`src/line_rasterizer_assert.svh`:
```
// Assertion macros shared by the line rasterizer RTL.
`ifndef LINE_RASTERIZER_ASSERT_SVH
`define LINE_RASTERIZER_ASSERT_SVH

// Checks that the consequent holds in the same cycle as the antecedent.
`define LR_ASSERT_SAME(label, ante, cons, msg) \
  label: assert property (@(posedge clk_i) disable iff (!rst_ni) (ante) |-> (cons)) \
    else $error(msg);

// Checks that the consequent holds in the cycle after the antecedent.
`define LR_ASSERT_NEXT(label, ante, cons, msg) \
  label: assert property (@(posedge clk_i) disable iff (!rst_ni) (ante) |=> (cons)) \
    else $error(msg);

`endif

```
`src/lr_pkg.sv`:
```
// Package with the opcode and octant codes of the line rasterizer.
package lr_pkg;

  typedef enum logic [0:0] {
    OP_START = 1'b0,
    OP_STEP  = 1'b1
  } opcode_e;

  typedef enum logic [2:0] {
    OCT_0 = 3'd0,
    OCT_1 = 3'd1,
    OCT_2 = 3'd2,
    OCT_3 = 3'd3,
    OCT_4 = 3'd4,
    OCT_5 = 3'd5,
    OCT_6 = 3'd6,
    OCT_7 = 3'd7
  } octant_e;

endpackage

```
`src/lr_if.sv`:
```
// Request and pixel channel interfaces of the line rasterizer.
interface lr_req_if #(
  parameter int unsigned COORD_BITS = 11
);
  logic                  valid;
  logic                  ready;
  logic [0:0]            opcode;
  logic [COORD_BITS-1:0] start_x;
  logic [COORD_BITS-1:0] start_y;
  logic [COORD_BITS-1:0] end_x;
  logic [COORD_BITS-1:0] end_y;

  modport source (output valid, opcode, start_x, start_y, end_x, end_y, input ready);
  modport sink (input valid, opcode, start_x, start_y, end_x, end_y, output ready);
endinterface

interface lr_pix_if #(
  parameter int unsigned COORD_BITS = 11
);
  logic                  valid;
  logic                  ready;
  logic [COORD_BITS-1:0] pixel_x;
  logic [COORD_BITS-1:0] pixel_y;
  logic                  last;

  modport source (output valid, pixel_x, pixel_y, last, input ready);
  modport sink (input valid, pixel_x, pixel_y, last, output ready);
endinterface

```
`src/lr_setup.sv`:
```
// Octant classification, folding and decision setup for a new line.
module lr_setup #(
  parameter int unsigned COORD_BITS = 11
) (
  input  logic [COORD_BITS-1:0]     start_x_i,
  input  logic [COORD_BITS-1:0]     start_y_i,
  input  logic [COORD_BITS-1:0]     end_x_i,
  input  logic [COORD_BITS-1:0]     end_y_i,
  output lr_pkg::octant_e           octant_o,
  output logic signed [COORD_BITS:0]   major_pos_o,
  output logic signed [COORD_BITS:0]   major_end_o,
  output logic signed [COORD_BITS:0]   minor_pos_o,
  output logic signed [COORD_BITS:0]   delta_major_o,
  output logic signed [COORD_BITS:0]   delta_minor_o,
  output logic signed [COORD_BITS+2:0] decision_o,
  output logic                      active_o
);
  import lr_pkg::*;

  localparam int unsigned PW = COORD_BITS + 1;
  localparam int unsigned DW = COORD_BITS + 3;

  logic signed [PW-1:0] x0, y0, x1, y1;
  logic signed [PW-1:0] dx, dy, ndx, ndy;
  logic [COORD_BITS-1:0] adx, ady;
  logic                  steep;
  octant_e               oct;
  logic signed [PW-1:0] minor_end;
  logic signed [PW-1:0] dmaj, dmin;

  function automatic logic signed [2*PW-1:0] fold(octant_e o, logic signed [PW-1:0] x,
                                                  logic signed [PW-1:0] y);
    logic signed [PW-1:0] maj;
    logic signed [PW-1:0] mnr;
    case (o)
      OCT_0: begin maj = x;  mnr = y;  end
      OCT_1: begin maj = y;  mnr = x;  end
      OCT_2: begin maj = y;  mnr = -x; end
      OCT_3: begin maj = -x; mnr = y;  end
      OCT_4: begin maj = -x; mnr = -y; end
      OCT_5: begin maj = -y; mnr = -x; end
      OCT_6: begin maj = -y; mnr = x;  end
      default: begin maj = x; mnr = -y; end
    endcase
    return {maj, mnr};
  endfunction

  always_comb begin
    x0  = $signed({1'b0, start_x_i});
    y0  = $signed({1'b0, start_y_i});
    x1  = $signed({1'b0, end_x_i});
    y1  = $signed({1'b0, end_y_i});
    dx  = x1 - x0;
    dy  = y1 - y0;
    ndx = -dx;
    ndy = -dy;
    adx = dx[PW-1] ? ndx[COORD_BITS-1:0] : dx[COORD_BITS-1:0];
    ady = dy[PW-1] ? ndy[COORD_BITS-1:0] : dy[COORD_BITS-1:0];
    steep = (adx <= ady);

    if (!dx[PW-1] && !dy[PW-1]) begin
      oct = steep ? OCT_1 : OCT_0;
    end else if (dx[PW-1] && !dy[PW-1]) begin
      oct = steep ? OCT_2 : OCT_3;
    end else if (dx[PW-1]) begin
      oct = steep ? OCT_5 : OCT_4;
    end else begin
      oct = steep ? OCT_6 : OCT_7;
    end

    {major_pos_o, minor_pos_o} = fold(oct, x0, y0);
    {major_end_o, minor_end}   = fold(oct, x1, y1);
    dmaj = major_end_o - major_pos_o;
    dmin = minor_end - minor_pos_o;
  end

  assign octant_o      = oct;
  assign delta_major_o = dmaj;
  assign delta_minor_o = dmin;
  assign decision_o    = ($signed({{(DW-PW){dmin[PW-1]}}, dmin}) <<< 1)
                         - $signed({{(DW-PW){dmaj[PW-1]}}, dmaj});
  assign active_o      = (dmaj != '0);

endmodule

```
`src/line_rasterizer.sv`:
```
// Top level of the Bresenham line rasterizer with octant folding.
// A request is registered and then processed; a step's pixel is shown on the output
// register. Throughput: one request per cycle while the output register is not
// stalled; the line state update is a loop through the line state registers.
// Reset clears the request and output valid flags and leaves no line in progress.
module line_rasterizer #(
  parameter int unsigned COORD_BITS = 11
) (
  input  logic     clk_i,
  input  logic     rst_ni,
  lr_req_if.sink   req_i,
  lr_pix_if.source pix_o
);
  import lr_pkg::*;

  `include "line_rasterizer_assert.svh"

  localparam int unsigned PW = COORD_BITS + 1;
  localparam int unsigned DW = COORD_BITS + 3;

  // Request register.
  logic                  in_valid_q;
  opcode_e               in_op_q;
  logic [COORD_BITS-1:0] in_sx_q, in_sy_q, in_ex_q, in_ey_q;

  // Line state.
  octant_e              octant_q;
  logic signed [PW-1:0] major_pos_q, major_end_q, minor_pos_q;
  logic signed [PW-1:0] delta_major_q, delta_minor_q;
  logic signed [DW-1:0] decision_q;
  logic                 active_q;

  // Output register.
  logic                  out_valid_q;
  logic [COORD_BITS-1:0] out_x_q, out_y_q;
  logic                  out_last_q;

  // Setup results.
  octant_e              su_oct;
  logic signed [PW-1:0] su_maj_pos, su_maj_end, su_min_pos, su_dmaj, su_dmin;
  logic signed [DW-1:0] su_dec;
  logic                 su_active;

  logic                 is_step, produces, out_free, advance;
  logic                 is_last;
  logic signed [PW-1:0] maj_inc, px, py;
  logic signed [DW-1:0] dec_next;

  lr_setup #(
    .COORD_BITS(COORD_BITS)
  ) u_setup (
    .start_x_i    (in_sx_q),
    .start_y_i    (in_sy_q),
    .end_x_i      (in_ex_q),
    .end_y_i      (in_ey_q),
    .octant_o     (su_oct),
    .major_pos_o  (su_maj_pos),
    .major_end_o  (su_maj_end),
    .minor_pos_o  (su_min_pos),
    .delta_major_o(su_dmaj),
    .delta_minor_o(su_dmin),
    .decision_o   (su_dec),
    .active_o     (su_active)
  );

  assign is_step  = (in_op_q == OP_STEP);
  assign produces = is_step && active_q;
  assign out_free = !out_valid_q || pix_o.ready;
  assign advance  = in_valid_q && (!produces || out_free);

  assign req_i.ready = !in_valid_q || advance;

  always_comb begin
    maj_inc = major_pos_q + PW'(1);
    is_last = (maj_inc == major_end_q);
    case (octant_q)
      OCT_0: begin px = major_pos_q;  py = minor_pos_q;  end
      OCT_1: begin px = minor_pos_q;  py = major_pos_q;  end
      OCT_2: begin px = -minor_pos_q; py = major_pos_q;  end
      OCT_3: begin px = -major_pos_q; py = minor_pos_q;  end
      OCT_4: begin px = -major_pos_q; py = -minor_pos_q; end
      OCT_5: begin px = -minor_pos_q; py = -major_pos_q; end
      OCT_6: begin px = minor_pos_q;  py = -major_pos_q; end
      default: begin px = major_pos_q; py = -minor_pos_q; end
    endcase
    dec_next = decision_q
               - (decision_q[DW-1] ? DW'(0)
                                   : $signed({{(DW-PW){delta_major_q[PW-1]}}, delta_major_q}))
               + $signed({{(DW-PW){delta_minor_q[PW-1]}}, delta_minor_q});
  end

  always_ff @(posedge clk_i or negedge rst_ni) begin
    if (!rst_ni) begin
      in_valid_q <= 1'b0;
    end else if (req_i.ready) begin
      in_valid_q <= req_i.valid;
    end
  end

  always_ff @(posedge clk_i) begin
    if (req_i.ready && req_i.valid) begin
      in_op_q <= opcode_e'(req_i.opcode);
      in_sx_q <= req_i.start_x;
      in_sy_q <= req_i.start_y;
      in_ex_q <= req_i.end_x;
      in_ey_q <= req_i.end_y;
    end
  end

  always_ff @(posedge clk_i or negedge rst_ni) begin
    if (!rst_ni) begin
      octant_q      <= OCT_0;
      major_pos_q   <= '0;
      major_end_q   <= '0;
      minor_pos_q   <= '0;
      delta_major_q <= '0;
      delta_minor_q <= '0;
      decision_q    <= '0;
      active_q      <= 1'b0;
    end else if (advance) begin
      if (!is_step) begin
        octant_q      <= su_oct;
        major_pos_q   <= su_maj_pos;
        major_end_q   <= su_maj_end;
        minor_pos_q   <= su_min_pos;
        delta_major_q <= su_dmaj;
        delta_minor_q <= su_dmin;
        decision_q    <= su_dec;
        active_q      <= su_active;
      end else if (active_q) begin
        major_pos_q <= maj_inc;
        if (!decision_q[DW-1]) begin
          minor_pos_q <= minor_pos_q + PW'(1);
        end
        decision_q <= dec_next;
        if (is_last) begin
          active_q <= 1'b0;
        end
      end
    end
  end

  always_ff @(posedge clk_i or negedge rst_ni) begin
    if (!rst_ni) begin
      out_valid_q <= 1'b0;
    end else if (advance && produces) begin
      out_valid_q <= 1'b1;
    end else if (pix_o.ready) begin
      out_valid_q <= 1'b0;
    end
  end

  always_ff @(posedge clk_i) begin
    if (advance && produces) begin
      out_x_q    <= px[COORD_BITS-1:0];
      out_y_q    <= py[COORD_BITS-1:0];
      out_last_q <= is_last;
    end
  end

  assign pix_o.valid   = out_valid_q;
  assign pix_o.pixel_x = out_x_q;
  assign pix_o.pixel_y = out_y_q;
  assign pix_o.last    = out_last_q;

  `LR_ASSERT_SAME(a_pos_before_end, active_q, major_pos_q < major_end_q,
                  "Active line has no pixels left.")
  `LR_ASSERT_SAME(a_minor_in_range, active_q,
                  (delta_minor_q >= 0) && (delta_minor_q <= delta_major_q),
                  "Minor delta outside the first octant.")
  `LR_ASSERT_SAME(a_decision_bounded, active_q,
                  ($signed({{(DW-PW){1'b0}}, delta_major_q}) >= decision_q) &&
                  (decision_q >= -$signed({{(DW-PW){1'b0}}, delta_major_q})),
                  "Decision term out of range.")
  `LR_ASSERT_NEXT(a_idle_step_silent, advance && is_step && !active_q && !out_valid_q,
                  !out_valid_q, "Step without a line produced a pixel.")

endmodule

```
`src/flat_wrapper.sv`:
```
// flat-port wrapper written by rule: the top's interface ports become plain ports
module line_rasterizer_flat import lr_pkg::*;
#(
  parameter int unsigned COORD_BITS = 11
)
  (clk_i, rst_ni, req_i_valid, req_i_opcode, req_i_start_x, req_i_start_y, req_i_end_x, req_i_end_y, req_i_ready, pix_o_valid, pix_o_pixel_x, pix_o_pixel_y, pix_o_last, pix_o_ready);
  lr_req_if #(.COORD_BITS(COORD_BITS)) req_i_i ();
  lr_pix_if #(.COORD_BITS(COORD_BITS)) pix_o_i ();
  input  logic clk_i;
  input  logic rst_ni;
  input wire logic [$bits(req_i_i.valid)-1:0] req_i_valid;
  input wire logic [$bits(req_i_i.opcode)-1:0] req_i_opcode;
  input wire logic [$bits(req_i_i.start_x)-1:0] req_i_start_x;
  input wire logic [$bits(req_i_i.start_y)-1:0] req_i_start_y;
  input wire logic [$bits(req_i_i.end_x)-1:0] req_i_end_x;
  input wire logic [$bits(req_i_i.end_y)-1:0] req_i_end_y;
  output wire logic [$bits(req_i_i.ready)-1:0] req_i_ready;
  output wire logic [$bits(pix_o_i.valid)-1:0] pix_o_valid;
  output wire logic [$bits(pix_o_i.pixel_x)-1:0] pix_o_pixel_x;
  output wire logic [$bits(pix_o_i.pixel_y)-1:0] pix_o_pixel_y;
  output wire logic [$bits(pix_o_i.last)-1:0] pix_o_last;
  input wire logic [$bits(pix_o_i.ready)-1:0] pix_o_ready;
  assign req_i_i.valid = req_i_valid;
  assign req_i_i.opcode = req_i_opcode;
  assign req_i_i.start_x = req_i_start_x;
  assign req_i_i.start_y = req_i_start_y;
  assign req_i_i.end_x = req_i_end_x;
  assign req_i_i.end_y = req_i_end_y;
  assign req_i_ready = req_i_i.ready;
  assign pix_o_valid = pix_o_i.valid;
  assign pix_o_pixel_x = pix_o_i.pixel_x;
  assign pix_o_pixel_y = pix_o_i.pixel_y;
  assign pix_o_last = pix_o_i.last;
  assign pix_o_i.ready = pix_o_ready;
  line_rasterizer #(.COORD_BITS(COORD_BITS)) u_core (.clk_i(clk_i), .rst_ni(rst_ni), .req_i(req_i_i), .pix_o(pix_o_i));
endmodule
```
`config.mk`:
```
export PLATFORM = sky130hd
export DESIGN_NAME = line_rasterizer_flat
export DESIGN_NICKNAME = d
export VERILOG_FILES = /design/src/lr_pkg.sv /design/src/lr_if.sv /design/src/lr_setup.sv /design/src/line_rasterizer.sv /design/src/flat_wrapper.sv
export VERILOG_INCLUDE_DIRS = /design/src /design/src/src
export SDC_FILE = /design/constraint.sdc
export NUM_CORES = 1
export LEC_CHECK = 0
export BUFFER_PORTS_ARGS = -buffer_cell sky130_fd_sc_hd__buf_2
export CAP_MARGIN = 20
export CORE_MARGIN = 5
export CORE_UTILIZATION = 55
export CTS_CLUSTER_DIAMETER = 60
export CTS_CLUSTER_SIZE = 24
export DETAILED_ROUTE_END_ITERATION = 12
export PLACE_DENSITY = 0.75
export SYNTH_ARGS = -nofsm -noshare
export SYNTH_HDL_FRONTEND = slang
export SYNTH_HIERARCHICAL = 1
export SYNTH_SLANG_ARGS = --single-unit
```
`constraint.sdc`:
```
create_clock -name clk_i -period 19.7 [get_ports clk_i]
set_input_delay 2.955 -clock clk_i [delete_from_list [all_inputs] [get_ports clk_i]]
set_output_delay 2.955 -clock clk_i [all_outputs]
set_load 0.02 [all_outputs]
```
==> results of run 1 <==
-- cell usage in the layout (no fill, tap or decap), types with 9 or more instances in the layout --
cell,instances
a22o_1,10
a31oi_1,14
inv_1,132
mux2_2,28
fa_1,18
nand3_1,40
nand2_1,172
and3_1,14
nand4_1,13
or4_1,10
edfxtp_1,68
o21bai_1,12
xor2_1,51
o21ai_1,9
nand2b_1,14
a21oi_1,95
or3_1,11
o21ai_0,114
a2bb2oi_1,9
nor2_1,141
nor3_1,39
o21a_1,15
buf_4,13
o22ai_1,23
and2_1,12
mux2i_1,26
dfrtp_1,79
clkbuf_16,17
a21o_1,19
buf_2,72
a22oi_1,10
ha_1,94
nor2b_1,29
xnor2_1,85
-- routing by layer --
layer | up-vias | track usage, %
met5 | - | 0
met4 | 0 | 10.06
met3 | 88 | 3.118
met2 | 484 | 44.16
met1 | 5844 | 36.71
li1 | 5864 | -
-- cell type report --
| cell class | instances | area, µm² | area share (%) |
|---|---|---|---|
| Multi-Input combinational cell | 1274 | 8880 | 59.77 |
| Clock buffer | 19 | 432.9 | 2.914 |
| Sequential cell | 147 | 4019 | 27.05 |
| Inverter | 139 | 523.0 | 3.520 |
| Clock inverter | 13 | 111.4 | 0.7495 |
| Timing Repair Buffer | 86 | 485.5 | 3.268 |
| Tap cell | 324 | 405.4 | 2.729 |
-- registers in the layout, indices dropped and copies added (netlist names), 3 cells and up --
signal and cells:
u_core/pix_o.pixel_x 11, u_core/major_end_q 12, u_core/octant_q 3, u_core/major_pos_q 12, u_core/decision_q 14, u_core/in_ey_q 11
u_core/in_sy_q 11, u_core/in_ex_q 11, u_core/delta_minor_q 12, u_core/in_sx_q 11, u_core/pix_o.pixel_y 11, u_core/minor_pos_q 11
u_core/delta_major_q 12
-- worst min-delay path, stage by stage, from the launching register on --
cell	delay [ps]
dfrtp_1	340
nand2_1	50
o21ai_0	60
-- through the flow --
| step | std cells | util (%) | area, µm² | setup WS (ps) | hold WS, ps |
|---|---|---|---|---|---|
| 3_5_place_dp | 1968 | 58.37 | 14280 | 10240 | 470.3 |
| 2_1_floorplan | 1638 | - | 13720 | 11360 | 449.8 |
| 5_1_grt | 2002 | 60.73 | 14860 | 9164 | 503.7 |
| 6_report | 2002 | 60.73 | 14860 | 10000 | 480.3 |
| 3_3_place_gp | 1968 | 58.37 | 14280 | 10500 | 463.5 |
| 4_1_cts | 2000 | 60.59 | 14820 | 10190 | 483.5 |
-- final timing paths --
| check | start | end | slack, ps | cells after the start |
|---|---|---|---|---|
| hold / removal | u_core/decision_q[6] | u_core/decision_q[6] | 480 | 2 |
| hold reg to reg | u_core/decision_q[6] | u_core/decision_q[6] | 480 | 2 |
| setup / recovery | u_core/in_sy_q[0] | u_core/decision_q[13] | 10000 | 39 |
| max in group asynchronous | rst_ni | u_core/delta_major_q[2] | 16740 | 2 |
| min in group asynchronous | rst_ni | u_core/pix_o.valid | 2360 | 1 |
| setup reg to reg | u_core/in_sy_q[0] | u_core/decision_q[13] | 10000 | 39 |
==> qor.txt, run 1 <==
Status -> finished clean
# DRC -> 0
Hold Crit Class -> flip-flop to flip-flop
First-pass GRT wire length -> 61530 µm
Post-cts hold buffer count -> 0
Nets -> 1826
Synthesized cell area -> 0.01372 mm²
Die Area -> 0.02821 mm²
H-tree depth -> 4
Top Metal Used -> met4
CP required -> 20050 ps
Core footprint -> 0.02446 mm²
Max Clk Rate -> 0.1031 GHz
Buf/Inv on CP -> 1
Routed length per instance -> 19.17 µm
Clk_skew -> 8.015 ps
Crit-path leading delay family -> compound AO/OA/AOI/OAI gates
Met1 wire length -> 16550 µm
Mean cell area of the mapped netlist -> 8.379 µm²
Vias -> 12280
Largest net degree at the start of global routing -> 80
Max-capacitance violation count -> 0
Final hold vios -> 0
Crit path DAT -> 10050 ps
Synth warnings -> 6
Top Ports -> 74
Met3 wire len -> 2412 µm
Max Slew Vio Count -> 0
WS Path Type -> flip-flop to flip-flop
Min Tclk post-route -> 9700 ps
Gpl congestion -> 0.9436
Site Rows -> 57
Post_cts resized -> 0
CTS buffer count -> 17
Layout cell share with drive strength beyond 1 -> 11.38%
CTS tree -> done
Worst-path clk slew -> 60 ps
Fill cells -> 2157
CP Capture Type -> flip-flop
Die height -> 168.0 µm
Slew @ Worst Pin -> 1068 ps
Setup_tns -> 0 ps
All-Layer GR Usage -> 26.89%
Post-DRT Antenna Nets -> 0
Worst setup SP type -> flip-flop
GRT overflow -> 0
Skew-Pair Late Insertion Delay -> 430 ps
Final setup fails -> 0
Critical path's slowest cell -> xnor2_2
HPWL after detailed placement -> 28860 µm
# Post-CTS Setup Buffers -> 0
Die Width -> 168.0 µm
Area Overhead vs Synth -> 8.250%
Crit share post-route -> 49.24%
I/O Buffers -> 73
Clock Path Buffers -> 2
Clk Tree Root Cell -> clkbuf_16
Drt total wl -> 38380 µm
CP max FO -> 23
Antenna diodes -> 0
Met2 wire len -> 18060 µm
TritonCTS Sinks -> 147
Initial antenna violation count -> 0
Worst path max stage delay -> 840 ps
Number of global-route vias before repair -> 11706
Syn_nets -> 1799
Drt pass-1 iters -> 5
Slew margin rel. -> 28.77%
Unrepaired setup endpoints after global routing -> no
Vias per cell -> 6.134
Effective utilization at floorplan -> 56.10%
Synth Instances -> 1638
DR iter-0 viols -> 1222
Power of run 1 is left out: the tool's default activity adds up to more than one toggle a clock period on the data nets, which glitch-free logic cannot reach.
==> run 2: changes to the inputs <==
clock period = 9.55 ns   (was 19.7 ns; I/O delays follow)
==> run 2 against run 1 <==
  * Fmax increased by 8.3%
  * Setup slack got worse by 9400 ps
  * Clock-buffer cell count increased by 1
  * Flip-flop and latch count unchanged
  * Hold slack improved by 4.6 ps
  * Via count increased by 2.2%
  * Final cell count increased by 0.75%
  * Critical endpoint unchanged
  * Design area increased by 1.5%
  * Critical path depth decreased by 2
  * Critical path type unchanged
  * Wire length increased by 2.0%
  * Clock skew increased by 3.2 ps
  * Non-clock buffer count increased by 15
==> qor.txt, run 2 (synthesis gave the netlist of run 1 again) <==
Status -> finished clean
Worst setup SP type -> flip-flop
Reg-to-reg endpoint -> u_core/decision_q[13]
Flop2flop setup slack -> 600 ps
All-Layer GR Usage -> 27.27%
WS Path Type -> flip-flop to flip-flop
Slew @ Worst Pin -> 1089 ps
Most frequent cells in the layout -> nand2_1, nor2_1, inv_1
Crit share post-route -> 93.77%
Clk_skew -> 11.23 ps
Core footprint -> 0.02446 mm²
Post-cts hold buffer count -> 0
Critical path's slowest cell -> or4_1
Worst-path clk slew -> 60 ps
Vias -> 12551
TritonCTS Sinks -> 147
Clock Path Buffers -> 2
Crit-path most repeated cell -> ha_1
Largest net degree at the start of global routing -> 80
WHS Endpoint -> u_core/decision_q[9]
Site Rows -> 57
Hold Crit Class -> flip-flop to flip-flop
Worst r2r src -> u_core/in_sx_q[1]
Final hold vios -> 0
Max-capacitance violation count -> 0
Crit-path leading delay family -> compound AO/OA/AOI/OAI gates
Min-delay src -> u_core/decision_q[9]
Nets -> 1841
Skew-Pair Late Insertion Delay -> 440 ps
Dpl ws -> 502.0 ps
H-tree depth -> 4
Post-DRT Antenna Nets -> 0
Max Clk Rate -> 0.1117 GHz
Drt total wl -> 39130 µm
Effective utilization at floorplan -> 56.10%
Crit path DAT -> 9310 ps
Max Slew Vio Count -> 0
Top Ports -> 74
PnR worst setup slack -> 595.4 ps
Die height -> 168.0 µm
Final setup fails -> 0
Min Tclk post-route -> 8955 ps
Vias per cell -> 6.223
GRT overflow -> 0
Antenna diodes -> 0
Die Width -> 168.0 µm
CP max FO -> 18
Hold path cells -> 2
Initial antenna violation count -> 0
Worst path max stage delay -> 540 ps
# DRC -> 0
Setup_tns -> 0 ps
Gpl congestion -> 0.9971
CP required -> 9900 ps
Max FFs per register -> 14
Commonest non-fill, non-tap cell in the layout -> nand2_1
CP Capture Type -> flip-flop
DR iter-0 viols -> 1298
Slew margin rel. -> 27.14%
Area Overhead vs Synth -> 9.919%
Die Area -> 0.02821 mm²
CTS tree -> done
Clk Tree Root Cell -> clkbuf_16
Largest register by flop count -> u_core/decision_q
First-pass GRT wire length -> 62430 µm
Number of global-route vias before repair -> 12029
CTS buffer count -> 17
Buf/Inv on CP -> 2
Routed length per instance -> 19.40 µm
Layout cell share with drive strength beyond 1 -> 12.76%
FF-to-FF path depth -> 37
HPWL after detailed placement -> 29020 µm
I/O Buffers -> 73
Drt pass-1 iters -> 6
[run 2: changes by cell type in the layout (fill, tap and decap cells not counted), sizes merged]
cell,before,now
buf,86,101
bufinv,1,2
clkbuf,19,20
clkinv,12,11
clkinvlp,2,1
[run 2: routing by layer]
| layer | share of wire (%) | track usage [%] |
|---|---|---|
| met5 | 0 | 0 |
| met4 | 4.2 | 11.54 |
| met3 | 7.4 | 5.088 |
| met2 | 47 | 43.99 |
| met1 | 42 | 36.12 |
[run 2: worst min-delay path: cells and delay by family, from the launching register on]
family | cells | cell delay [ps]
and+or+nand+nor | 1 | 50
AOI/OAI and AO/OA | 1 | 60
DFF | 1 | 340
[run 2: through the flow]
| step | cell area (µm²) | cells | hold slack, ps | utilization (%) |
|---|---|---|---|---|
| 5_1_grt | 15090 | 2017 | 517.5 | 61.67 |
| 2_1_floorplan | 13720 | 1638 | 449.8 | - |
| 3_5_place_dp | 14380 | 1981 | 470.9 | 58.76 |
| 6_report | 15090 | 2017 | 484.9 | 61.67 |
| 3_3_place_gp | 14380 | 1981 | 463.2 | 58.76 |
| 4_1_cts | 14970 | 2013 | 485.2 | 61.19 |
[run 2: worst max path at each step]
stage	slack [ps]	end	cells after the start	from
final	600	u_core/decision_q[13]	37	u_core/in_sx_q[1]
after floorplan	1210	u_core/decision_q[13]	42	u_core/in_sx_q[1]
after global placement	670	u_core/decision_q[13]	40	u_core/in_sx_q[2]
after detailed placement	500	u_core/decision_q[13]	40	u_core/in_sx_q[2]
after CTS	420	u_core/decision_q[13]	40	u_core/in_sx_q[2]
after global routing	-7	u_core/decision_q[13]	43	u_core/in_ex_q[0]
[run 2: cell type report]
cell class,count,area (µm²)
Tap cell,324,405.4
Inverter,139,523.0
Sequential cell,147,4019
Clock inverter,12,125.1
Multi-Input combinational cell,1274,8951
Clock buffer,20,467.9
Timing Repair Buffer,101,594.3
Fill cell,2127,9376
[run 2: what timing repair did]
item | 4_1_cts | 5_1_grt
setup endpoints to repair | 0 | 4
hold endpoints to repair | 0 | 0
gates resized for setup | 0 | 17
buffers inserted | 0 | 2
Power of run 2 is left out for the same reason.
==> run 3: changes to the inputs <==
clock period = 9.21 ns   (was 9.55 ns; I/O delays follow)
==> run 3 against run 2 <==
  * Fmax up 2.7%
  * Register-to-register slack worse by 100 ps
  * Flip-flop and latch count unchanged
  * Setup slack lost 100 ps
  * Sequential share of layout area decreased by 0.22 points
  * Wire length decreased by 2.1%
  * Critical path type unchanged
==> qor.txt, run 3 (synthesis gave the netlist of run 1 again) <==
Max FFs per register -> 14
Final hold vios -> 0
Status -> finished clean
WHS Endpoint -> u_core/decision_q[4]
CP Capture Type -> flip-flop
Post-cts hold buffer count -> 0
Layout cell share with drive strength beyond 1 -> 13.70%
Multi-input logic area -> 0.008962 mm²
Hold path cells -> 2
Worst-path clk slew -> 70 ps
Routed length per instance -> 18.91 µm
# DRC -> 0
Slew margin rel. -> 29.63%
Clk_skew -> 9.328 ps
Crit-path most repeated cell -> ha_1
Final setup fails -> 0
Setup_tns -> 0 ps
Fill cells -> 2084
Max-capacitance violation count -> 0
CP required -> 9560 ps
Initial antenna violation count -> 0
Min Tclk post-route -> 8715 ps
WHS -> 480.9 ps
Commonest non-fill, non-tap cell in the layout -> nand2_1
Vias per cell -> 6.138
Clock Path Buffers -> 2
WS Path Type -> flip-flop to flip-flop
Min-delay src -> u_core/decision_q[4]
Skew-Pair Late Insertion Delay -> 430 ps
H-tree depth -> 4
Nets -> 1849
Antenna diodes -> 0
GRT overflow -> 0
Core footprint -> 0.02446 mm²
I/O Buffers -> 73
Number of global-route vias before repair -> 11806
Slew @ Worst Pin -> 1056 ps
CTS buffer count -> 17
Most frequent cells in the layout -> nand2_1, nor2_1, inv_1
Top Ports -> 74
Drt total wl -> 38290 µm
Cell Count, Final, Fillers Out -> 2025
Effective utilization at floorplan -> 56.10%
TritonCTS Sinks -> 147
Placed cells -> 1988
Vias -> 12429
CP max FO -> 20
Flop2flop setup slack -> 490 ps
Area Overhead vs Synth -> 10.82%
Max Clk Rate -> 0.1147 GHz
Crit path DAT -> 9060 ps
Gpl congestion -> 0.9413
CTS tree -> done
First-pass GRT wire length -> 61400 µm
HPWL after detailed placement -> 28920 µm
Reg-to-reg endpoint -> u_core/decision_q[13]
DR iter-0 viols -> 1168
Die Width -> 168.0 µm
Site Rows -> 57
Max Slew Vio Count -> 0
All-Layer GR Usage -> 26.72%
Clk Tree Root Cell -> clkbuf_16
Die height -> 168.0 µm
Unrepaired setup endpoints after global routing -> no
Die Area -> 0.02821 mm²
Worst r2r src -> u_core/in_ex_q[1]
Hold Crit Class -> flip-flop to flip-flop
Worst setup SP type -> flip-flop
Largest net degree at the start of global routing -> 80
Worst path max stage delay -> 530 ps
Drt pass-1 iters -> 6
Critical path's slowest cell -> or4_1
FF-to-FF path depth -> 39
Crit share post-route -> 94.63%
Largest register by flop count -> u_core/decision_q
Register area -> 0.004019 mm²
Post-DRT Antenna Nets -> 0
run 3: changes by cell type in the layout (fill, tap and decap cells not counted), sizes merged:
cell	change
clkbuf	+1
buf	+6
clkinv	-5
clkinvlp	-1
inv	+7
run 3: worst max-delay path by stage:
stage / from / endpoint / slack [ps] / depth (start not counted)
after CTS: u_core/in_sx_q[1] / u_core/decision_q[13] / 6 / 40
after global placement: u_core/in_sx_q[1] / u_core/decision_q[13] / 250 / 40
final: u_core/in_ex_q[1] / u_core/decision_q[13] / 490 / 39
after floorplan: u_core/in_sx_q[1] / u_core/decision_q[13] / 870 / 42
after detailed placement: u_core/in_sx_q[1] / u_core/decision_q[13] / 120 / 40
after global routing: u_core/in_ex_q[0] / u_core/decision_q[13] / 4 / 44
run 3: critical path, delay by kind of cell (launching register included):
family | cells | cell delay, ps
multiplexers | 1 | 140
flip-flops | 1 | 480
adder cells (fa/ha/maj) | 5 | 1700
AND/OR/NAND/NOR | 13 | 2430
XOR/XNOR | 3 | 400
AO/OA/AOI/OAI | 15 | 3040
buffers and inverters | 2 | 440
run 3: metrics by stage:
step | utilization (%) | instance area (µm²) | setup slack (ps)
4_1_cts | 61.56 | 15060 | 6.468
3_5_place_dp | 58.98 | 14430 | 122.1
6_report | 62.18 | 15210 | 494.6
5_1_grt | 62.18 | 15210 | 4.180
2_1_floorplan | - | 13720 | 866.6
3_3_place_gp | 58.98 | 14430 | 255.0
run 3: cell type report:
cell class / count / area share, %
sequential: 147 / 26.42
inverter: 139 / 3.439
clock inverter: 13 / 1.028
timing repair buffer: 109 / 4.393
clock buffer: 19 / 3.126
tap: 324 / 2.665
multi-input combinational: 1274 / 58.93
run 3: routing by layer:
layer / routed length [µm] / part of all wire [%] / vias to the layer above / track usage, %
met1: 16210 / 42 / 5911 / 36.04
met3: 2692 / 7.0 / 81 / 3.447
met4: 1120 / 2.9 / 0 / 9.139
met5: 0 / 0 / - / 0
li1: - / - / 5909 / -
met2: 18260 / 48 / 528 / 44.55
run 3: timing repair:
action | CTS | global route
endpoints found under the setup margin | 0 | 5
gates resized for setup | 0 | 29
setup buffers | 0 | 3
Power of run 3 is left out for the same reason.
